==> src/gmw_pkg.sv <==
// Package: shared constants, types and mask table for the grid MWIS core.
`default_nettype none
package gmw_pkg;

    localparam int MAX_ROWS  = 8;
    localparam int W_W       = 16;
    localparam int ROWS_W    = 4;
    localparam int SCORE_W   = 48;
    localparam int OUT_W     = 47;
    localparam int COLW_W    = W_W + 3;
    localparam int NUM_MASKS = 55;
    localparam int IDX_W     = 6;
    localparam int ADDR_W    = MAX_ROWS + 1;

    // row masks of MAX_ROWS bits with no two adjacent bits set
    localparam logic [MAX_ROWS-1:0] MASKS [0:NUM_MASKS-1] = '{
        8'd0,   8'd1,   8'd2,   8'd4,   8'd5,   8'd8,   8'd9,   8'd10,
        8'd16,  8'd17,  8'd18,  8'd20,  8'd21,  8'd32,  8'd33,  8'd34,
        8'd36,  8'd37,  8'd40,  8'd41,  8'd42,  8'd64,  8'd65,  8'd66,
        8'd68,  8'd69,  8'd72,  8'd73,  8'd74,  8'd80,  8'd81,  8'd82,
        8'd84,  8'd85,  8'd128, 8'd129, 8'd130, 8'd132, 8'd133, 8'd136,
        8'd137, 8'd138, 8'd144, 8'd145, 8'd146, 8'd148, 8'd149, 8'd160,
        8'd161, 8'd162, 8'd164, 8'd165, 8'd168, 8'd169, 8'd170
    };

    localparam logic [IDX_W-1:0] LAST_IDX = IDX_W'(NUM_MASKS - 1);

    typedef enum logic [2:0] {
        ST_IDLE,
        ST_READ,
        ST_DRAIN,
        ST_WRITE,
        ST_FINISH
    } state_t;

    typedef struct packed {
        logic                load;
        logic                acc_en;
        logic                wr_en;
        logic [MAX_ROWS-1:0] cur_mask;
    } ctrl_t;

    typedef struct packed {
        logic              rd_en;
        logic [ADDR_W-1:0] rd_addr;
        logic              wr_en;
        logic [ADDR_W-1:0] wr_addr;
    } mem_req_t;

endpackage
`default_nettype wire

==> src/gmw_datapath.sv <==
// Datapath: column weights, shared max unit, saturating score add, running best.
`default_nettype none
module gmw_datapath
    import gmw_pkg::*;
(
    input  wire logic                  clk,
    input  wire ctrl_t                 ctrl,
    input  wire logic [ROWS_W-1:0]     rows,
    input  wire logic signed [W_W-1:0] w_in [MAX_ROWS],
    input  wire logic [SCORE_W-1:0]    rd_data,
    output logic      [SCORE_W-1:0]    wr_data,
    output logic      [OUT_W-1:0]      best_out
);

    logic signed [W_W-1:0]     w_reg [MAX_ROWS];
    logic signed [SCORE_W-1:0] best_reg, best_next;
    logic signed [SCORE_W-1:0] all_reg, all_next;
    logic [ROWS_W-1:0]         rows_eff;
    logic signed [COLW_W-1:0]  colw;
    logic signed [SCORE_W:0]   sum;
    logic signed [SCORE_W-1:0] score;
    logic signed [SCORE_W-1:0] cmp_a;
    logic signed [SCORE_W-1:0] cmp_b;
    logic                      gt;

    assign rows_eff = (rows > ROWS_W'(MAX_ROWS)) ? ROWS_W'(MAX_ROWS) : rows;

    always_ff @(posedge clk)
    begin
        if (ctrl.load)
        begin
            for (int r = 0; r < MAX_ROWS; r++)
            begin
                w_reg[r] <= (ROWS_W'(r) < rows_eff) ? w_in[r] : '0;
            end
        end
        best_reg <= best_next;
        all_reg  <= all_next;
    end

    always_comb
    begin
        colw = '0;
        for (int r = 0; r < MAX_ROWS; r++)
        begin
            if (ctrl.cur_mask[r])
            begin
                colw = colw + COLW_W'(w_reg[r]);
            end
        end
    end

    // saturating add of best compatible score and column weight
    always_comb
    begin
        sum = {best_reg[SCORE_W-1], best_reg} + (SCORE_W + 1)'(colw);
        if (sum[SCORE_W] != sum[SCORE_W-1])
        begin
            score = sum[SCORE_W] ? {1'b1, {(SCORE_W-1){1'b0}}}
                                 : {1'b0, {(SCORE_W-1){1'b1}}};
        end
        else
        begin
            score = sum[SCORE_W-1:0];
        end
    end

    // shared compare: read scan during READ and DRAIN, running best during WRITE
    assign cmp_a = ctrl.wr_en ? score : $signed(rd_data);
    assign cmp_b = ctrl.wr_en ? all_reg : best_reg;
    assign gt    = cmp_a > cmp_b;

    always_comb
    begin
        best_next = best_reg;
        all_next  = all_reg;
        if (ctrl.load)
        begin
            best_next = '0;
            all_next  = '0;
        end
        else if (ctrl.wr_en)
        begin
            best_next = '0;
            if (gt)
            begin
                all_next = score;
            end
        end
        else if (ctrl.acc_en && gt)
        begin
            best_next = cmp_a;
        end
    end

    assign wr_data  = score;
    assign best_out = all_reg[OUT_W-1:0];

endmodule
`default_nettype wire
==> config.mk <==
export PLATFORM = sky130hd
export DESIGN_NAME = gmw_datapath
export DESIGN_NICKNAME = d
export VERILOG_FILES = /design/src/gmw_pkg.sv /design/src/gmw_datapath.sv
export SDC_FILE = /design/constraint.sdc
export NUM_CORES = 1
export LEC_CHECK = 0
export ABC_AREA = 1
export BUFFER_PORTS_ARGS = -buffer_cell sky130_fd_sc_hd__buf_2
export CORE_ASPECT_RATIO = 1.1
export CORE_MARGIN = 2
export CORE_UTILIZATION = 40
export DETAILED_ROUTE_END_ITERATION = 12
export MAX_ROUTING_LAYER = met4
export PLACE_DENSITY_LB_ADDON = 0.2
export RECOVER_POWER = 25
export SLEW_MARGIN = 20
export SYNTH_ARGS = -nofsm -noshare
export SYNTH_HDL_FRONTEND = slang
export SYNTH_SLANG_ARGS = --single-unit
==> constraint.sdc <==
create_clock -name clk -period 19.36 [get_ports clk]
set_input_delay 3.872 -clock clk [delete_from_list [all_inputs] [get_ports clk]]
set_output_delay 3.872 -clock clk [all_outputs]
set_load 0.02 [all_outputs]
* Word level (Yosys, flattened, before mapping) *
Memories as Yosys holds them, arrays and structs flattened.
Index checks and enable logic that the tools add are counted.

word-level totals
  RAM bits = 128
  register bits = 96
  word-level logic and storage cells = 48
  memories kept = 1

memories
  name   words  bits a word  rd ports  clocked after Yosys merged registers in  wr ports  RTL line            text
  w_reg  8      16           8         0                                        8         gmw_datapath.sv:15  logic signed [W_W-1:0] w_reg [MAX_ROWS];

cells by class
  equal/unequal tests = 1
  muxes and demuxes = 23
  $add $sub $neg = 8
  $lt $le $gt $ge = 10
  reductions and logical operators = 3

operator list
  operator                                                    count
  2-to-1 mux 48 bit                                           4
  2-to-1 mux 19 bit                                           8
  adder 19 x 16 -> 19 bit                                     7
  2-to-1 mux 16 bit                                           8
  adder 48 x 19 -> 49 bit                                     1
  > comparator 48 bit                                         1
  less-than comparator 3 x 4 -> 1 bit (first input constant)  4
  less-than comparator 1 x 4 -> 1 bit (first input constant)  2
  less-than comparator 2 x 4 -> 1 bit (first input constant)  2
  > comparator 4 bit (second input constant)                  1
  2-to-1 mux 4 bit                                            1
  2-to-1 mux 1 bit                                            2
  AND reduction 2 bit                                         1
  OR reduction 2 bit                                          1
  logical AND 1 bit                                           1
  != test 1 bit                                               1

* Logic depth before layout (Yosys ltp) *
Gate-level depths: netlist of run 1.

  depth after elaboration = 21
  mapped depth = 104

* Least setup slack after synthesis of run 1 *
Ideal clock, no wire load.

  path kind = input port to output port
  start point = input ctrl[0] (netlist bit)
  end point = output wr_data[34]
  data arrival time = 15385 ps
  setup slack = 103 ps
  data required time = 15488 ps
  stages on the path = 81
  path through = buf_6 > buf_2 > nand2_1 > inv_1 > ha_1 > inv_1 > fa_1 > inv_1 > nand4_1 > nand2_1 > nand2_1 > nand2_1 > xor2_1 > nand2_1 > o21ai_1 > ha_1 > a21oi_1 > o21ai_0 > [... 45 more ...] > nor2_1 > nor2_1 > nand3b_1 > nand2_1 > ha_1 > a21oi_1 > inv_1 > a31oi_1 > o21ai_0 > a21oi_1 > nand3_2 > nand2_2 > nand2_4 > inv_2 > nand3_4 > buf_6 > buf_6 > nand2_1

on the way
  cells in the longest elaborated chain, start to end = 18

ends and longest elaborated chain
  what                                                       RTL line                                text
  start: declaration                                         gmw_datapath.sv:7                       input wire ctrl_t ctrl,
  2-to-1 mux 19 bit *                                        gmw_datapath.sv:46                      if (ctrl.cur_mask[r])
  adder 19 x 16 -> 19 bit                                    gmw_datapath.sv:48                      colw = colw + COLW_W'(w_reg[r]);
  2-to-1 mux 19 bit *                                        gmw_datapath.sv:46
  adder 19 x 16 -> 19 bit                                    gmw_datapath.sv:48
  2-to-1 mux 19 bit *                                        gmw_datapath.sv:46
  adder 19 x 16 -> 19 bit                                    gmw_datapath.sv:48
  2-to-1 mux 19 bit *                                        gmw_datapath.sv:46
  adder 19 x 16 -> 19 bit                                    gmw_datapath.sv:48
  [... 2 more ...]                                           --
  2-to-1 mux 19 bit *                                        gmw_datapath.sv:46
  adder 19 x 16 -> 19 bit                                    gmw_datapath.sv:48
  2-to-1 mux 19 bit *                                        gmw_datapath.sv:46
  adder 19 x 16 -> 19 bit                                    gmw_datapath.sv:48
  2-to-1 mux 19 bit *                                        gmw_datapath.sv:46
  adder 48 x 19 -> 49 bit *                                  gmw_datapath.sv:56                      sum = {best_reg[SCORE_W-1], best_reg} + (SCORE_W + 1)'(colw);
  2-to-1 mux 48 bit / != test 1 bit (equally long branches)  gmw_datapath.sv:59, gmw_datapath.sv:57
  2-to-1 mux 48 bit *                                        gmw_datapath.sv:57                      if (sum[SCORE_W] != sum[SCORE_W-1])
  end: declaration                                           gmw_datapath.sv:11                      output logic [SCORE_W-1:0] wr_data,

Every way passes the cells marked *; elsewhere a longest branch is shown, timed or not.

* Worst setup path in the final report of run 1 *
  start point = input ctrl[0] (netlist bit)
  end point = output wr_data[15]

The elaborated chain is that of the path after synthesis.

==> impl_metrics.env, run 1 <==
export IMPL_final_layout_size_suffix_gt1_share_pct=32.7
export IMPL_postSynth_asyncResetShare_pct=0
export IMPL_cts_buffer_depth=3
export IMPL_crit_type="input pin to output port"
export IMPL_grt_pass1_wl_um=124000
export IMPL_cts_root_buf="clkbuf_16"
export IMPL_finClkSkew_ps=17.2
export IMPL_synth_simple_area_share_pct=32.2
export IMPL_wirelength_um=82100
export IMPL_initial_utilization_pct=40.3
export IMPL_largest_reg_flops=128
export IMPL_die_w_um=235
export IMPL_grt_ovfl_total=0
export IMPL_synth_cell_types=63
export IMPL_cts_clk_slew_worst_paths_ps=60
export IMPL_cts_tree="built"
export IMPL_finalSetupViolCount=0
export IMPL_synthAdderAreaFrac_pct=12.8
export IMPL_ys_seq_elements=224
export IMPL_syn_area_um2=23500
export IMPL_syn_area_per_cell_um2=6.73
export IMPL_die_y_um=258
export IMPL_fmax_ghz=0.0529
export IMPL_cts_made_buffers=28
export IMPL_status="complete, but fails checks"
export IMPL_post_route_drc_count=0
export IMPL_drv_slew=63
export IMPL_grtUsageTotal_pct=26.1
export IMPL_finalHoldViolCount=0
export IMPL_dpl_hpwl_um=63600
export IMPL_drtPass1Iterations=6
export IMPL_route_vias_total=25000
export IMPL_period_minus_slack_ps=18900
export IMPL_fp_row_count=93
export IMPL_cts_hold_buffers=0
export IMPL_required_ps=15490
export IMPL_ios=287
export IMPL_antenna_found_initial=3
export IMPL_fin_setup_tns_ps=0
export IMPL_failed_checks="capacitance limit, slew limit"
export IMPL_die_area_um2=60800
export IMPL_first_iter_violations=1646
export IMPL_holdWs_ps=482
export IMPL_portBuffers=286
export IMPL_syn_to_final_growth_pct=36.5
export IMPL_synth_fp_nets=3929
export IMPL_critPathArrivalTime_ps=15030
export IMPL_grt_max_degree=73
export IMPL_synth_edf_count=128
export IMPL_netlist_instances=3501
export IMPL_utilization_pct=55.0
export IMPL_crit_path_frequent_cell="nand2_1"
export IMPL_maxCapViolations=1
export IMPL_synth_top_family_by_area="simple AND/OR/NAND/NOR gates"
export IMPL_hp_class="flip-flop to flip-flop"
export IMPL_maxSlewHeadroom_pct=-130
export IMPL_tightest_slew_ps=3450
export IMPL_synth_xor_area_share_pct=3.87
export IMPL_end_kind="output port"
export IMPL_slowest_delay_ps=300
export IMPL_core_area_um2=58400
export IMPL_yosysWarnings=0
export IMPL_ys_flop_type="edfxtp_1"
export IMPL_final_antenna_net_count=0
export IMPL_fin_nets=4575
export IMPL_insertion_delay_ps=600
export IMPL_synth_compound_area_share_pct=15.0
export IMPL_critPathLaunchType="input pin"
export IMPL_finalCritPeriodShare_pct=97.6
export IMPL_grt_pass1_vias=23600
export IMPL_synthMuxAreaShare_pct=0.0425
export IMPL_post_drt_wl_per_cell_um=16.7
export IMPL_avgViaCountPerCell=5.06
export IMPL_worst_path_max_delay_cell="ha_1"
export IMPL_ys_seq_area_share_pct=24.5
export IMPL_critPathMaxFanout=8
export IMPL_cts_sinks=224
export IMPL_place_gp_congestion=0.964
export IMPL_htree_levels=1
==> area by class of cell <==
cell class / count / area (um2)
antenna: 3 / 7.51
clock buffer: 38 / 852
clock inverter: 13 / 153
fill: 5720 / 26300
inverter: 501 / 1890
multi-input combinational: 2633 / 17100
sequential: 224 / 5770
tap: 760 / 951
timing repair buffer: 759 / 5430
==> layer usage <==
layer	track usage, %	vias to the layer above	share of wire (%)
li1	-	12700	-
met1	33.8	11400	46
met2	42.6	701	45
met3	3.75	129	6.0
met4	7.47	0	3.2
met5	-	-	0
==> timing repair <==
action	CTS	global route
pin swaps	9	117
setup endpoints to repair	48	96
buffers inserted	1	36
gates resized for setup	57	405
cloned	2	8
==> cell families after synthesis <==
kind of cell    count (synthesis)
xor+xnor                      104
mux                             1
simple gates                 1668
buf+inv                       644
flops                         224
fa+ha+maj                     236
compound gates                624
==> path summary, 6_finish.rpt <==
kind / cells past startpoint / slack (ps) / endpoint / from
max: 80 / 460 / wr_data[15] / ctrl[0]
min: 2 / 480 / all_reg[41]$_SDFFE_PP0P_ / all_reg[41]$_SDFFE_PP0P_
max reg2reg: 98 / 4880 / all_reg[18]$_SDFFE_PP0P_ / w_reg[0][0]$_SDFFCE_PP0P_
min reg2reg: 2 / 480 / all_reg[41]$_SDFFE_PP0P_ / all_reg[41]$_SDFFE_PP0P_
==> critical path, delay by kind of cell <==
kind / cells / cell delay (ps)
xor gates and xnor gates: 5 / 660
AOI/OAI and AO/OA: 18 / 2530
adders and majority gates: 8 / 1940
and+or+nand+nor: 33 / 4000
buffers and inverters: 16 / 1940
==> cells in the final DEF (no fill, tap or decap), drive strengths merged, types with 37 or more instances in the layout <==
cell type / count
clkbuf: 51
edfxtp: 128
nand2: 968
xor2: 67
nand3: 248
xnor2: 37
dfxtp: 96
nor2: 259
buf: 746
nand4: 44
ha: 228
o21ai: 219
a21oi: 297
inv: 503
or2: 73
==> cell usage after synthesis (all sizes together), types with 57 or more instances <==
cell type    n  area, um2
a21oi      297       1490
buf         86        637
clkbuf      57        214
dfxtp       96       1920
edfxtp     128       3840
ha         228       2850
inv        501       1880
nand2      968       4050
nand3      248       1310
nor2       259        985
o21ai      219       1220
or2         73        457
xor2        67        587
==> metrics by stage <==
stage               cell area, um2  cells  worst slack [ps]
CTS                          29800   4884            -0.272
floorplan                    23500   3501               103
detailed placement           28500   4830              -499
global route                 32100   4931              -230
finish                       32100   4931               460
global placement             28500   4830              -252
Power of run 1 is not shown: default switching activity piles up to over one toggle a cycle in this logic, so the estimate is an artifact.
==> run 2: changes to the inputs <==
Settings changed: ABC_AREA 1 to 0, BUFFER_PORTS_ARGS -buffer_cell sky130_fd_sc_hd__buf_2 to default, DONT_BUFFER_PORTS from default to 1, PLACE_DENSITY_LB_ADDON 0.2 to 0.05.
==> impl_metrics.env, run 2 <==
export IMPL_status="complete, but fails checks"
export IMPL_failed_checks="setup timing"
export IMPL_cts_sinks=224
export IMPL_synth_cell_types=102
export IMPL_first_iter_violations=1075
export IMPL_drv_slew=0
export IMPL_grt_pass1_vias=20500
export IMPL_rsz0062_at_grt="true"
export IMPL_final_layout_size_suffix_gt1_share_pct=35.4
export IMPL_portBuffers=0
export IMPL_crit_end="wr_data[34]"
export IMPL_final_common_cell="buf_4"
export IMPL_end_kind="output port"
export IMPL_r2r_end="best_reg[46]$_SDFFE_PP0P_"
export IMPL_critPathMaxFanout=28
export IMPL_syn_to_final_growth_pct=37.4
export IMPL_initial_utilization_pct=40.7
export IMPL_synth_fp_nets=2911
export IMPL_die_y_um=247
export IMPL_syn_area_um2=21400
export IMPL_crit_start="ctrl[0]"
export IMPL_final_cell_mix="buf_4, nor2_1, ha_1"
export IMPL_setup_ws_ps=-252
export IMPL_crit_type="input pin to output port"
export IMPL_place_gp_congestion=0.941
export IMPL_yosysWarnings=0
export IMPL_cts_buffer_depth=3
export IMPL_nFillCells=4874
export IMPL_post_drt_wl_per_cell_um=21.0
export IMPL_period_minus_slack_ps=19610
export IMPL_finalSetupViolCount=47
export IMPL_insertion_delay_ps=570
export IMPL_cts_root_buf="clkbuf_16"
export IMPL_r2r_slack_ps=3620
export IMPL_critPathArrivalTime_ps=15740
export IMPL_finClkSkew_ps=22.1
export IMPL_worstRegToRegCells=81
export IMPL_worstReg2RegStart="w_reg[0][0]$_SDFFCE_PP0P_"
export IMPL_grt_ovfl_total=0
export IMPL_yosys_top_cells_area="edfxtp_1, ha_1, dfxtp_1"
export IMPL_met3_usage_pct=5.06
export IMPL_maxCapViolations=0
export IMPL_ys_seq_elements=224
export IMPL_slowest_delay_ps=400
export IMPL_crit_path_frequent_cell="ha_4"
export IMPL_holdWs_ps=490
export IMPL_place_ws_ps=-968
export IMPL_finalHoldViolCount=0
export IMPL_critPathLaunchType="input pin"
export IMPL_core_area_um2=52600
export IMPL_largest_reg_flops=128
export IMPL_antenna_found_initial=4
export IMPL_ios=287
export IMPL_syn_area_per_cell_um2=8.62
export IMPL_route_vias_total=20200
export IMPL_required_ps=15490
export IMPL_grt_max_degree=176
export IMPL_post_route_drc_count=0
export IMPL_synthTopCellsByCount="nor2_1, ha_1, a21oi_1"
export IMPL_cts_clk_slew_worst_paths_ps=50
export IMPL_drtPass1Iterations=5
export IMPL_maxSlewHeadroom_pct=40.7
export IMPL_grt_pass1_wl_um=118000
export IMPL_netlist_instances=2483
export IMPL_die_w_um=225
export IMPL_fp_row_count=88
export IMPL_postSynth_asyncResetShare_pct=0
export IMPL_htree_levels=1
export IMPL_ys_seq_area_share_pct=26.9
export IMPL_synth_largest_area_cell="edfxtp_1"
export IMPL_busiest_layer="met2"
export IMPL_fin_nets=3420
export IMPL_fmax_ghz=0.0510
export IMPL_multi_input_area_um2=16400
export IMPL_die_area_um2=55400
export IMPL_dpl_hpwl_um=61600
export IMPL_avgViaCountPerCell=5.49
export IMPL_ys_flop_type="edfxtp_1"
export IMPL_grtUsageTotal_pct=28.2
export IMPL_tightest_slew_ps=886
export IMPL_cts_made_buffers=27
export IMPL_wirelength_um=77600
export IMPL_synth_top_area_share_pct=18.0
export IMPL_finalCritPeriodShare_pct=101
export IMPL_final_antenna_net_count=0
export IMPL_gr_usage_met1_pct=33.2
export IMPL_hp_class="flip-flop to flip-flop"
export IMPL_regArea_um2=5770
export IMPL_cts_tree="built"
export IMPL_met2_usage_pct=48.4
export IMPL_worst_path_max_delay_cell="o311a_4"
export IMPL_yosysMostFrequentCell="nor2_1"
export IMPL_synth_edf_count=128
run 2: cell types whose count changed in the layout (fill, tap and decap cells not counted), moves of 63 or more:
cell / change
nor2b_1: +127
a21oi_1: -87
buf_4: +112
inv_1: -393
nand2_1: -675
buf_2: -257
a21o_1: +77
nand2_2: -84
mux2i_1: +111
nand3_1: -184
or2_2: -63
run 2: per-layer routing:
metal	share of wire, %	vias to the layer above	wire length (um)
met1	42	9666	32800
met2	49	423	37900
met3	5.4	122	4160
li1	-	10000	-
met5	0	-	0
met4	3.5	0	2730
run 2: kinds of logic (layout without fill, tap and decap cells):
logic type                 Yosys count  count (layout)  share of synthesized area [%]
other                                0               2                              0
DFF                                224             224                           26.9
and+or+nand+nor                    723             723                           16.6
xor gates and xnor gates           143             143                           6.01
muxes                              176             176                           8.65
adders and majority gates          242             242                           14.4
buffers and inverters              264             793                           5.70
AOI/OAI and AO/OA                  711             711                           21.8
run 2: worst max-delay path: cells and delay by family:
| family | cells | cell delay, ps |
|---|---|---|
| AOI/OAI and AO/OA | 25 | 4440 |
| xor gates and xnor gates | 7 | 1400 |
| adders and majority gates | 9 | 2280 |
| buffers and inverters | 12 | 1360 |
| muxes | 2 | 570 |
| and+or+nand+nor | 13 | 1780 |
run 2: how the worst min path moves through the flow:
stage	start	end	slack, ps	cells past startpoint
after floorplan	all_reg[29]$_SDFFE_PP0P_	all_reg[29]$_SDFFE_PP0P_	440	2
after global placement	all_reg[47]$_SDFFE_PP0P_	all_reg[47]$_SDFFE_PP0P_	480	2
after detailed placement	all_reg[47]$_SDFFE_PP0P_	all_reg[47]$_SDFFE_PP0P_	480	2
after CTS	all_reg[47]$_SDFFE_PP0P_	all_reg[47]$_SDFFE_PP0P_	500	2
after global routing	all_reg[47]$_SDFFE_PP0P_	all_reg[47]$_SDFFE_PP0P_	550	2
final	all_reg[47]$_SDFFE_PP0P_	all_reg[47]$_SDFFE_PP0P_	490	2
run 2: final cells by class:
cell class / instances / share of cell area [%]
diodes: 2 / 0.0170
clock buffers: 45 / 2.92
clock inverters: 4 / 0.0723
inverters: 120 / 1.61
multi-input cells: 1995 / 55.8
flip-flops and latches: 224 / 19.6
well taps: 675 / 2.87
repair buffers: 624 / 17.1
run 2: repair_timing:
item / in CTS / in global routing
gates resized for setup: 190 / 123
hold endpoints to repair: 0 / 0
endpoints found under the setup margin: 136 / 144
hold buffers: 0 / 0
setup buffers: 63 / 26
cloned: 2 / 0
pin swaps: 111 / 83
run 2: metrics by stage:
stage | area, um2 | instances | setup TNS [ps] | util (%)
final | 29400 | 3689 | -9250 | 55.9
after CTS | 28700 | 3663 | -12760 | 54.5
after global routing | 29400 | 3689 | -35130 | 55.9
after global placement | 26300 | 3550 | -92400 | 50.0
after detailed placement | 26300 | 3550 | -94880 | 50.0
after floorplan | 22100 | 2483 | 0 | -
Power of run 2 is left out for the same reason.
