### src/gmw_pkg.sv
// Package: shared constants, types and mask table for the grid MWIS core.
`default_nettype none
package gmw_pkg;

    localparam int MAX_ROWS  = 8;
    localparam int W_W       = 16;
    localparam int ROWS_W    = 4;
    localparam int SCORE_W   = 48;
    localparam int OUT_W     = 47;
    localparam int COLW_W    = W_W + 3;
    localparam int NUM_MASKS = 55;
    localparam int IDX_W     = 6;
    localparam int ADDR_W    = MAX_ROWS + 1;

    // row masks of MAX_ROWS bits with no two adjacent bits set
    localparam logic [MAX_ROWS-1:0] MASKS [0:NUM_MASKS-1] = '{
        8'd0,   8'd1,   8'd2,   8'd4,   8'd5,   8'd8,   8'd9,   8'd10,
        8'd16,  8'd17,  8'd18,  8'd20,  8'd21,  8'd32,  8'd33,  8'd34,
        8'd36,  8'd37,  8'd40,  8'd41,  8'd42,  8'd64,  8'd65,  8'd66,
        8'd68,  8'd69,  8'd72,  8'd73,  8'd74,  8'd80,  8'd81,  8'd82,
        8'd84,  8'd85,  8'd128, 8'd129, 8'd130, 8'd132, 8'd133, 8'd136,
        8'd137, 8'd138, 8'd144, 8'd145, 8'd146, 8'd148, 8'd149, 8'd160,
        8'd161, 8'd162, 8'd164, 8'd165, 8'd168, 8'd169, 8'd170
    };

    localparam logic [IDX_W-1:0] LAST_IDX = IDX_W'(NUM_MASKS - 1);

    typedef enum logic [2:0] {
        ST_IDLE,
        ST_READ,
        ST_DRAIN,
        ST_WRITE,
        ST_FINISH
    } state_t;

    typedef struct packed {
        logic                load;
        logic                acc_en;
        logic                wr_en;
        logic [MAX_ROWS-1:0] cur_mask;
    } ctrl_t;

    typedef struct packed {
        logic              rd_en;
        logic [ADDR_W-1:0] rd_addr;
        logic              wr_en;
        logic [ADDR_W-1:0] wr_addr;
    } mem_req_t;

endpackage
`default_nettype wire

### src/gmw_seq.sv
// Sequencer: walks current and previous masks, drives memory and datapath control.
`default_nettype none
module gmw_seq
    import gmw_pkg::*;
(
    input  wire logic     clk,
    input  wire logic     rst_n,
    input  wire logic     in_valid,
    input  wire logic     in_first,
    input  wire logic     in_last,
    input  wire logic     out_free,
    output logic          in_ready,
    output logic          out_load,
    output ctrl_t         ctrl,
    output mem_req_t      mreq
);

    state_t           state_reg, state_next;
    logic [IDX_W-1:0] cur_reg, cur_next;
    logic [IDX_W-1:0] prv_reg, prv_next;
    logic             bank_reg, bank_next;
    logic             first_reg, first_next;
    logic             last_reg, last_next;
    logic             pend_reg, pend_next;
    logic             hit_reg, hit_next;
    logic             accept;

    logic [MAX_ROWS-1:0] cur_mask;
    logic [MAX_ROWS-1:0] prv_mask;

    assign cur_mask = MASKS[cur_reg];
    assign prv_mask = MASKS[prv_reg];
    assign accept   = in_valid && (state_reg == ST_IDLE);

    always_ff @(posedge clk or negedge rst_n)
    begin
        if (!rst_n)
        begin
            state_reg <= ST_IDLE;
            cur_reg   <= '0;
            prv_reg   <= '0;
            bank_reg  <= 1'b0;
            first_reg <= 1'b0;
            last_reg  <= 1'b0;
            pend_reg  <= 1'b0;
            hit_reg   <= 1'b0;
        end
        else
        begin
            state_reg <= state_next;
            cur_reg   <= cur_next;
            prv_reg   <= prv_next;
            bank_reg  <= bank_next;
            first_reg <= first_next;
            last_reg  <= last_next;
            pend_reg  <= pend_next;
            hit_reg   <= hit_next;
        end
    end

    // next state and counters
    always_comb
    begin
        state_next = state_reg;
        cur_next   = cur_reg;
        prv_next   = prv_reg;
        bank_next  = bank_reg;
        first_next = first_reg;
        last_next  = last_reg;
        pend_next  = (state_reg == ST_READ);
        hit_next   = (prv_mask & cur_mask) == '0;
        case (state_reg)
            ST_IDLE:
            begin
                if (accept)
                begin
                    first_next = in_first;
                    last_next  = in_last;
                    cur_next   = '0;
                    prv_next   = '0;
                    state_next = in_first ? ST_WRITE : ST_READ;
                end
            end
            ST_READ:
            begin
                prv_next = prv_reg + 1'b1;
                if (prv_reg == LAST_IDX)
                begin
                    prv_next   = '0;
                    state_next = ST_DRAIN;
                end
            end
            ST_DRAIN:
            begin
                state_next = ST_WRITE;
            end
            ST_WRITE:
            begin
                cur_next = cur_reg + 1'b1;
                prv_next = '0;
                if (cur_reg == LAST_IDX)
                begin
                    cur_next   = '0;
                    state_next = ST_FINISH;
                end
                else
                begin
                    state_next = first_reg ? ST_WRITE : ST_READ;
                end
            end
            ST_FINISH:
            begin
                if (!last_reg || out_free)
                begin
                    bank_next  = ~bank_reg;
                    state_next = ST_IDLE;
                end
            end
            default:
            begin
                state_next = ST_IDLE;
            end
        endcase
    end

    // outputs
    always_comb
    begin
        in_ready      = (state_reg == ST_IDLE);
        out_load      = (state_reg == ST_FINISH) && last_reg && out_free;
        ctrl.load     = accept;
        ctrl.acc_en   = pend_reg && hit_reg;
        ctrl.wr_en    = (state_reg == ST_WRITE);
        ctrl.cur_mask = cur_mask;
        mreq.rd_en    = (state_reg == ST_READ);
        mreq.rd_addr  = {bank_reg, prv_mask};
        mreq.wr_en    = (state_reg == ST_WRITE);
        mreq.wr_addr  = {~bank_reg, cur_mask};
    end

endmodule
`default_nettype wire

### config.mk
export PLATFORM = sky130hd
export DESIGN_NAME = gmw_seq
export DESIGN_NICKNAME = d
export VERILOG_FILES = /design/src/gmw_pkg.sv /design/src/gmw_seq.sv
export SDC_FILE = /design/constraint.sdc
export NUM_CORES = 1
export LEC_CHECK = 0
export ABC_AREA = 1
export BUFFER_PORTS_ARGS = -buffer_cell sky130_fd_sc_hd__clkbuf_2
export CAP_MARGIN = 20
export CORE_UTILIZATION = 57
export DETAILED_ROUTE_END_ITERATION = 10
export PLACE_DENSITY = 0.85
export RECOVER_POWER = 100
export SLEW_MARGIN = 10
export SYNTH_ARGS = -nofsm -noshare
export SYNTH_HDL_FRONTEND = slang
export SYNTH_SLANG_ARGS = --single-unit
### constraint.sdc
create_clock -name clk -period 2.12 [get_ports clk]
set_input_delay 0.424 -clock clk [delete_from_list [all_inputs] [get_ports clk]]
set_output_delay 0.424 -clock clk [all_outputs]
set_load 0.005 [all_outputs]
### After elaboration in Yosys (flattened, before gate mapping)

Memory sizes are Yosys's and may differ from the RTL's.
Index checks and enable logic that the tools add are counted.

| operators by class | value |
|---|---|
| muxes and demuxes | 16 |
| equality and inequality tests | 9 |
| reduce and logical (&&, ||, !) cells | 15 |
| bitwise operators | 4 |
| order comparisons | 2 |
| add/subtract/negate cells | 2 |

Operators with widths:

| cell | count |
|---|---|
| $mux 8 | 4 |
| $mux 6 | 3 |
| $pmux 6 s3 | 1 |
| $pmux 3 s5 | 1 |
| $ge 7x7->1 const B | 2 |
| $not 6->7 | 2 |
| $add 6x1->6 const B | 2 |
| $eq 6x6->1 const B | 2 |
| $mux 3 | 4 |
| $pmux 6 s2 | 1 |
| $and 8x8->8 | 1 |
| $logic_not 8->1 | 1 |
| $reduce_and 2->1 | 4 |
| $eq 3x2->1 const B | 2 |
| $logic_and 1x1->1 | 4 |
| $mux 2 | 2 |
| $ne 2x1->1 const B | 2 |
| $eq 3x1->1 const B | 1 |
| $eq 3x3->1 const B | 1 |
| $logic_not 3->1 | 1 |
| $reduce_and 3->1 | 1 |
| $reduce_bool 3->1 | 1 |
| $ne 2x2->1 const B | 1 |
| $reduce_bool 2->1 | 1 |
| 3 further kinds | 3 |

| storage, ports and cells | value |
|---|---|
| memories | 2 |
| register bits after elaboration | 20 |
| input bits | 6 |
| logic and storage cells | 58 |
| output and inout port bits | 33 |
| memory bits (read-only) | 1024 |

Memories:

| name | depth | bits a word | read ports | clocked after memory_dff | write ports | RTL line | source |
|---|---|---|---|---|---|---|---|
| (name not given) | 64 | 8 | 1 | 0 | 0 | gmw_seq.sv:32 | `assign prv_mask = MASKS[prv_reg];` |
| (name not given) | 64 | 8 | 1 | 0 | 0 | gmw_seq.sv:31 | `assign cur_mask = MASKS[cur_reg];` |

### Longest topological paths before layout

Gate-level depths: netlist (run 1).

| depth | value |
|---|---|
| depth in word-level cells | 6 |
| mapped depth | 13 |
| depth with buffers taken out | 13 |

### Worst setup path after synthesis (run 1)

No wires, ideal clock.

| timing path | value |
|---|---|
| path type | register to output |
| start point | register cur_reg[0] |
| end point | output mreq[0] in the netlist's numbering |
| arrival | 1.415 ns |
| cell stages (with the launch flop) | 9 |
| required time | 1.696 ns |
| path slack | 0.281 ns |
| path buffers | 1 |
| cells stage by stage | dfrtp_1 -> inv_1 -> ha_1 -> nand2_1 -> o21ai_0 -> nand2_1 -> nand2_1 -> nor2_1 -> buf_4 |

RTL lines:

| item | RTL line | source |
|---|---|---|
| start, declared | gmw_seq.sv:19 | `logic [IDX_W-1:0] cur_reg, cur_next;` |
| start signal, assigned | gmw_seq.sv:51 | `cur_reg <= cur_next;` |
| end, declared | gmw_seq.sv:15 | `output mem_req_t mreq` |

==> qor.yml, run 1 <==
critical_path:
  worst-endpoint-arrival_ns: 1.69
  ff2ff_path_depth: 7
  path_common_cell: "nand2_1"
  cp_max_fo: 10
  cp.required_ns: 1.70
  path_class: "flip-flop to output port"
  start_kind: "flip-flop"
  reg2reg_slack_ns: 0.22
  r2r_end: "prv_reg[3]"
  critPathCapture: "mreq[2]"
  critPathTopFamily: "flip-flops"
  crit_path_max_incr_delay_ns: 0.49
  r2r-start: "prv_reg[0]"
  startpoint: "cur_reg[2]"
  cp_cell_sequence: "buf_4, nor2_1, nand2_1, a21oi_1, nand2_1, inv_2, clkbuf_2"
  worst-path-buf-inv: 3
  slowest_stage: "dfrtp_2"
  path_depth: 7
  critical_path.endpoint_type: "output port"
logic_synthesis:
  ys_seq_elements: 20
  yosys.area.top_type_share_pct: 22.9
  ys_types: 31
  synth_cells: 350
  synth_nets: 371
  synth-async-reset-ratio_pct: 100
  avgSynthCellArea_um2: 6.25
  synth_area_leaders: "dfrtp_1 (23%), nand2_1 (17%), ha_1 (8.6%), inv_1 (8.1%), nor2_1 (7.2%)"
  synth_edf_count: 0
  ys_seq_area_share_pct: 22.9
  ys.warnings.count: 0
  synth_flop_cell: "dfrtp_1"
  netlist_area_mm2: 0.00219
  synth_top_area_cell: "dfrtp_1"
route:
  drcViolationCount: 0
  dr_total_vias: 2383
  antenna_left: 0
  drt_iter0_drc: 252
  vias_per_cell: 5.42
  drt_pass1_iterations: 5
  wl_um: 5790
  avgRoutedWirePerCell_um: 13.2
job:
  drv_cap: 0
grt:
  met2_usage_pct: 43.0
  grt_pass1_vias: 1991
  grt_busiest_layer: "met2"
  grt_max_degree: 21
  grt_pass1_wl_um: 8610
  overflow: 0
  antenna_found_initial: 0
  grt_use_met3_pct: 2.68
  use_met1_pct: 36.3
  track_usage_pct: 26.2
layout:
  drive_gt1_share_pct: 32.4
  fin_util_pct: 72.7
  area_delta_synth_final_pct: 21.6
  fill_cells: 313
  diodes: 0
  multi_input_area_mm2: 0.00144
  seq_area_um2: 510
  final_cell_mix: "nand2_1 (97), nor2_1 (40), inv_1 (37)"
  final_common_cell: "nand2_1"
  fin_area_mm2: 0.00266
  fin_nets: 414
  stdcell_count: 440
clocking:
  tritoncts: "done"
  cts.clk_slew.worst_paths_ns: 0.07
  cts.path.max_buffers: 2
  htreeDepth: 1
  numCtsBuffers: 3
  cts.sinks: 20
  clkLatencyLatePin_ns: 0.26
  clockRootBuffer: "clkbuf_8"
floorplan:
  dieArea_mm2: 0.00409
  die_h_um: 64.0
  rows: 22
  initial_core_util_pct: 59.8
  die_w_um: 64.0
  io_pins: 39
  core-area_mm2: 0.00366
sta:
  finalCriticalPeriod_ns: 2.11
  setup_violations: 0
  report.final.hold_viol_count: 0
  fin_ws_ns: 0.0102
  tightest_slew_ns: 1.02
  finClkSkew_ns: 0.00213
  fin_crit_sh_pct: 99.5
  slew_viol_final: 0
  slew_headroom_pct: 31.7
  timing.fmax_mhz: 474
pwr:
  power_switching_w: 0.00174
  p_seq_share_pct: 20.8
  power.density_mw_per_mm2: 1320
  p_int_w: 0.00176
  vdd_ir_drop_max_uv: 739
  leakage_nw: 1.43
  swShare_pct: 49.7
  power_frac_comb_pct: 68.5
  p_clk_share_pct: 10.7
min_path:
  worstHoldPathType: "input pin to asynchronous set/reset pin"
placed_design:
  place_worst_setup_slack_ns: 0.124
  dp.cells: 419
  portBuffers: 38
  hpwl_um: 3830
  globalplace.congestion: 0.970
  dpl_cell_area_mm2: 0.00232
status:
  status: "complete, no violations"
==> Yosys cell counts (3+ instances only) <==
| master | instances |
|---|---|
| nand2_1 | 102 |
| nor2_2 | 3 |
| inv_1 | 47 |
| a21oi_1 | 9 |
| inv_2 | 7 |
| nand3_1 | 31 |
| buf_2 | 7 |
| ha_1 | 15 |
| o21ai_1 | 7 |
| xor2_1 | 3 |
| nand4_1 | 3 |
| dfrtp_1 | 20 |
| o21ai_0 | 15 |
| nor2_1 | 42 |
| buf_4 | 14 |
==> logic make-up (layout without fill, tap and decap cells) <==
family          Yosys count  count (layout)  synth area share [%]
compound gates           41              41                  11.0
xor+xnor                  3               3                  1.20
fa+ha+maj                15              15                  8.58
buf+inv                  77             119                  16.7
flops                    20              20                  22.9
simple gates            194             194                  39.7
==> power groups by stage <==
stage | logic [W] | clock network [W] | registers, W
final | 0.00240 | 0.000375 | 0.000728
after global routing | 0.00263 | 0.000402 | 0.000742
after CTS | 0.00201 | 0.000384 | 0.000687
after detailed placement | 0.00191 | 0 | 0.000701
after global placement | 0.00188 | 0 | 0.000697
after floorplan | 0.00155 | 0 | 0.000622
==> layout make-up <==
class,instances,area share (%)
clock buffers,3,1.55
clock inverters,1,1.13
inverters,54,7.90
multi-input cells,253,54.1
flip-flops and latches,20,19.2
well taps,48,2.26
repair buffers,61,13.9
==> routing by layer <==
metal / vias to the layer above / wire [µm]
met1: 1081 / 2600
met5: - / 0
met3: 17 / 335
li1: 1167 / -
met2: 118 / 2750
met4: 0 / 105
==> per-stage QoR <==
| step | hold slack (ns) | setup TNS [ns] | power (W) |
|---|---|---|---|
| final | 0.319 | 0 | 0.00350 |
| after global routing | 0.379 | -0.427 | 0.00378 |
| after CTS | 0.125 | 0 | 0.00308 |
| after detailed placement | 0.406 | 0 | 0.00261 |
| after global placement | 0.407 | 0 | 0.00258 |
| after floorplan | 0.128 | 0 | 0.00217 |
==> timing repair <==
item | in CTS | in global routing
resized for setup | 11 | 51
endpoints found under the hold margin | 0 | 0
buffers inserted | 4 | 13
setup endpoints to repair | 19 | 18
hold buffers | 0 | 0
pin swaps | 0 | 14
==> worst min-delay path by stage <==
| stage | from | endpoint | depth (start not counted) |
|---|---|---|---|
| 6_report | rst_n | first_reg | 1 |
| 5_1_grt | in_last | last_reg | 3 |
| 4_1_cts | rst_n | first_reg | 1 |
| 3_5_place_dp | rst_n | first_reg | 1 |
| 3_3_place_gp | rst_n | last_reg | 1 |
| 2_1_floorplan | rst_n | bank_reg | 0 |
No activity file was read; power rests on OpenSTA's default activity.
==> run 2: changes to the inputs <==
Settings changed: BUFFER_PORTS_ARGS -buffer_cell sky130_fd_sc_hd__clkbuf_2 to default, CORE_UTILIZATION 57 to 62, DONT_BUFFER_PORTS from default to 1, PLACE_DENSITY 0.85 to 0.82.
==> run 2 against run 1 <==
Hold slack got worse by 0.10 ns. Sequential share of layout area increased by 1.2 points. Largest power group unchanged. Die area decreased by 7.8%. Via count decreased by 3.9%. Setup slack improved by 0.0071 ns. Sequential power decreased by 1%. Critical endpoint is now mreq[0]. Clock-buffer cell count unchanged. Clock skew increased by 0.0070 ns.
==> qor.yml, run 2 (same netlist as run 1, synthesis figures left out) <==
floorplan:
  io_pins: 39
  die_w_um: 61.4
  dieArea_mm2: 0.00377
  die_h_um: 61.4
  core-area_mm2: 0.00336
  rows: 21
  initial_core_util_pct: 65.1
status:
  status: "complete, no violations"
critical_path:
  slowest_stage: "dfrtp_2"
  critical_path.endpoint_type: "output port"
  cp_max_fo: 4
  r2r_end: "prv_reg[4]"
  path_common_cell: "nand2_2"
  start_kind: "flip-flop"
  ff2ff_path_depth: 7
  r2r-start: "prv_reg[0]"
  cp.required_ns: 1.70
  reg2reg_slack_ns: 0.21
  worst-endpoint-arrival_ns: 1.68
  crit_path_max_incr_delay_ns: 0.46
  path_class: "flip-flop to output port"
  cp_cell_sequence: "buf_4, ha_2, inv_1, nand2_2, o211ai_1, nand3_1, nand2_2, nor2_4"
placed_design:
  hpwl_um: 3660
  dpl_cell_area_mm2: 0.00213
  globalplace.congestion: 0.966
  place_worst_setup_slack_ns: 0.180
  portBuffers: 0
clocking:
  htreeDepth: 1
  tritoncts: "done"
  clockRootBuffer: "clkbuf_4"
  numCtsBuffers: 3
  cts.path.max_buffers: 2
  cts.sinks: 20
  cts.clk_slew.worst_paths_ns: 0.13
  clkLatencyLatePin_ns: 0.32
pwr:
  power_switching_w: 0.00173
  p_clk_share_pct: 9.9
  p_int_w: 0.00152
  swShare_pct: 53.1
  power.density_mw_per_mm2: 1300
  power_frac_comb_pct: 68.0
  leakage_nw: 1.25
  vdd_ir_drop_max_uv: 842
  p_total_w: 0.00325
  p_seq_share_pct: 22.1
route:
  drt_iter0_drc: 305
  avgRoutedWirePerCell_um: 14.4
  vias_per_cell: 5.71
  dr_total_vias: 2289
  drcViolationCount: 0
  wl_um: 5780
  antenna_left: 0
  drt_pass1_iterations: 5
grt:
  grt_max_degree: 21
  grt_pass1_vias: 1800
  overflow: 0
  antenna_found_initial: 0
  grt_pass1_wl_um: 7770
  track_usage_pct: 27.9
layout:
  drive_gt1_share_pct: 29.0
  final_cell_mix: "nand2_1 (91), nor2_1 (38), inv_1 (33)"
  fin_area_mm2: 0.00250
  diodes: 0
  fin_nets: 377
  final_common_cell: "nand2_1"
  area_delta_synth_final_pct: 14.4
min_path:
  worstHoldPathType: "input pin to flip-flop"
  min_from: "in_last"
  hold_depth: 2
  hold_path_end: "last_reg"
sta:
  rsz0062_at_grt: "yes"
  setup_violations: 0
  finClkSkew_ns: 0.00916
  slew_headroom_pct: 36.9
  fin_crit_sh_pct: 99.2
  timing.fmax_mhz: 476
  finalCriticalPeriod_ns: 2.10
  report.final.hold_viol_count: 0
  fin_ws_ns: 0.0173
  tightest_slew_ns: 0.943
  slew_viol_final: 0
  setup_tns_ns: 0
job:
  drv_cap: 0
==> run 2: changes by cell type in the layout (fill, tap and decap cells not counted), sizes merged <==
cell,previous run,this run
buf,24,23
clkbuf,40,3
dlygate4sd3,0,1
==> run 2: worst max path at each step <==
stage | start | end | slack, ns | cells past startpoint
after CTS | prv_reg[1] | mreq[12] | 0.004 | 8
final | cur_reg[1] | mreq[0] | 0.02 | 8
after floorplan | cur_reg[0] | mreq[0] | 0.28 | 8
after global routing | prv_reg[1] | mreq[13] | -0.04 | 8
after detailed placement | cur_reg[0] | mreq[0] | 0.18 | 7
after global placement | cur_reg[1] | mreq[0] | 0.21 | 7
==> run 2: timing repair <==
action / CTS / global route
setup buffers: 8 / 9
pin swaps: 1 / 9
resized for setup: 11 / 63
endpoints found under the hold margin: 20 / 0
hold buffers: 1 / 0
setup endpoints to repair: 18 / 19
==> run 2: routing by layer <==
layer	wire (µm)	part of all wire, %	global-route usage [%]
met5	0	0	0
met3	500	8.6	5.25
met4	146	2.5	8.25
met1	2330	40	37.9
met2	2810	49	45.5
==> run 2: final cells by class <==
type,count,area [µm²]
Clock buffer,3,22.5
Clock inverter,1,30.0
Sequential cell,20,509
Fill cell,279,861
Inverter,54,215
Multi-Input combinational cell,253,1490
Timing Repair Buffer,24,183
Tap cell,46,57.6
==> run 2: worst max-delay path, delay by kind of cell (launching register included) <==
kind	cells	cell delay (ns)
buf+inv	2	0.23
compound gates	1	0.08
fa+ha+maj	1	0.17
flops	1	0.46
simple gates	4	0.42
==> run 2: through the flow <==
| stage | hold slack (ns) | std cells | utilization [%] |
|---|---|---|---|
| after floorplan | 0.128 | 350 | - |
| after global placement | 0.129 | 379 | 63.3 |
| after detailed placement | 0.129 | 379 | 63.3 |
| after CTS | 0.213 | 392 | 67.4 |
| after global routing | 0.212 | 401 | 74.4 |
| final | 0.217 | 401 | 74.4 |
==> run 2: power groups by stage <==
| stage | combinational (W) | sequential (W) | clock (W) |
|---|---|---|---|
| after floorplan | 0.00155 | 0.000622 | 0 |
| after global placement | 0.00162 | 0.000692 | 0 |
| after detailed placement | 0.00163 | 0.000699 | 0 |
| after CTS | 0.00177 | 0.000675 | 0.000325 |
| after global routing | 0.00246 | 0.000738 | 0.000343 |
| final | 0.00221 | 0.000718 | 0.000323 |
==> run 3: changes to the inputs <==
Settings changed: GPL_ROUTABILITY_DRIVEN from default to 0.
Clock period 2.12 ns to 2.4 ns, I/O delays scaled along.
==> run 3 against run 2 <==
Total power decreased by 28%. Critical path depth unchanged. Cell area decreased by 14%. Global-route usage decreased by 0.63 points. Die area unchanged. Cell count decreased by 4.5%. Via count decreased by 7.4%. Combinational power decreased by 35%. Clock-buffer cell count unchanged. First-iteration DRC count decreased by 54%. Highest routed layer unchanged.
==> qor.yml, run 3 (same netlist as run 1, synthesis figures left out) <==
route:
  vias_per_cell: 5.53
  wl_um: 5040
  drcViolationCount: 0
  drt_iter0_drc: 141
  drt_pass1_iterations: 5
  antenna_left: 0
  dr_total_vias: 2119
  avgRoutedWirePerCell_um: 13.2
critical_path:
  worst-endpoint-arrival_ns: 1.84
  ff2ff_path_depth: 5
  path_class: "flip-flop to output port"
  critical_path.endpoint_type: "output port"
  cp_max_fo: 7
  start_kind: "flip-flop"
  cp.required_ns: 1.92
sta:
  slew_viol_final: 0
  whs_ns: 0.282
  fin_crit_sh_pct: 96.6
  slew_headroom_pct: 39.3
  setup_violations: 0
  report.final.hold_viol_count: 0
  finalCriticalPeriod_ns: 2.32
  finClkSkew_ns: 0.00861
  tightest_slew_ns: 0.907
  timing.fmax_mhz: 431
  rsz0062_at_grt: "yes"
grt:
  grt_pass1_vias: 1714
  grt_busiest_layer: "met2"
  grt_max_degree: 21
  grt_use_met3_pct: 6.30
  met2_usage_pct: 42.5
  track_usage_pct: 27.3
  use_met1_pct: 38.3
  grt_pass1_wl_um: 7650
  antenna_found_initial: 0
  overflow: 0
layout:
  drive_gt1_share_pct: 9.79
  fill_cells: 359
  final_cell_mix: "nand2_1 (102), inv_1 (47), nor2_1 (42)"
  area_delta_synth_final_pct: -2.12
  diodes: 0
  final_common_cell: "nand2_1"
  fin_nets: 359
floorplan:
  dieArea_mm2: 0.00377
  initial_core_util_pct: 65.1
  rows: 21
  io_pins: 39
  die_w_um: 61.4
  die_h_um: 61.4
  core-area_mm2: 0.00336
clocking:
  cts.sinks: 20
  clockRootBuffer: "clkbuf_4"
  htreeDepth: 1
  numCtsBuffers: 3
  cts.clk_slew.worst_paths_ns: 0.12
  clkLatencyLatePin_ns: 0.31
  cts.path.max_buffers: 2
  tritoncts: "done"
min_path:
  worstHoldPathType: "input pin to flip-flop"
  hold_depth: 2
pwr:
  swShare_pct: 53.9
  power_switching_w: 0.00126
  power.density_mw_per_mm2: 1090
  vdd_ir_drop_max_uv: 586
  leakage_nw: 1.16
  power_frac_comb_pct: 61.1
  p_int_w: 0.00108
  p_clk_share_pct: 11.8
  p_seq_share_pct: 27.1
  p_total_w: 0.00234
placed_design:
  portBuffers: 0
  hpwl_um: 3600
status:
  status: "complete, no violations"
job:
  drv_cap: 0
## run 3: worst paths after layout
check                                  start         end  slack (ns)
worst max register to register  state_reg[1]  prv_reg[4]        0.33
worst min register to register     first_reg   first_reg        0.51
worst max-delay path              cur_reg[0]     mreq[0]        0.08
max in group asynchronous              rst_n  prv_reg[4]        1.05
min in group asynchronous              rst_n    pend_reg        0.73
worst min-delay path                 in_last    last_reg        0.28
## run 3: stage by stage
| stage | std cells | worst slack, ns | cell area [µm²] | utilization [%] | setup TNS (ns) |
|---|---|---|---|---|---|
| 3_3_place_gp | 374 | 0.444 | 2090 | 62.2 | 0 |
| 2_1_floorplan | 350 | 0.505 | 2190 | - | 0 |
| 5_1_grt | 383 | -0.0384 | 2140 | 63.7 | -0.165 |
| 4_1_cts | 379 | 0.0237 | 2150 | 64.0 | 0 |
| 6_report | 383 | 0.0812 | 2140 | 63.7 | 0 |
| 3_5_place_dp | 374 | 0.386 | 2090 | 62.2 | 0 |
## run 3: repair_timing
action | in CTS | in global routing
endpoints found under the setup margin | 0 | 13
buffers inserted | 0 | 4
hold buffers | 1 | 0
resized for setup | 0 | 10
hold endpoints to repair | 20 | 0
## run 3: final cells by class
class	count	area, µm²	share of cell area, %
clock buffer	3	22.5	1.05
clock inverter	1	30.0	1.40
inverter	54	203	9.46
multi-input combinational	253	1270	59.5
sequential	20	508	23.7
tap	46	57.6	2.69
timing repair buffer	6	47.5	2.22
## run 3: per-layer routing
metal  up-vias  share of wire (%)
met2        96                 47
met1       957                 45
met3        12                7.3
met5         -                  0
li1       1054                  -
met4         0                1.1
## run 3: power groups by stage
stage	Combinational (W)	Clock, W	Sequential (W)
after global routing	0.00165	0.000304	0.000654
after floorplan	0.00137	0	0.000550
after CTS	0.00140	0.000287	0.000632
final	0.00143	0.000278	0.000635
after detailed placement	0.00139	0	0.000641
after global placement	0.00138	0	0.000633
## run 3: worst max-delay path, stage by stage (launching register included)
cell	delay [ns]
dfrtp_2	0.47
inv_1	0.20
ha_1	0.22
inv_1	0.07
nand2_1	0.10
o211ai_1	0.10
nand3_1	0.11
nand2_1	0.07
nor2_2	0.21
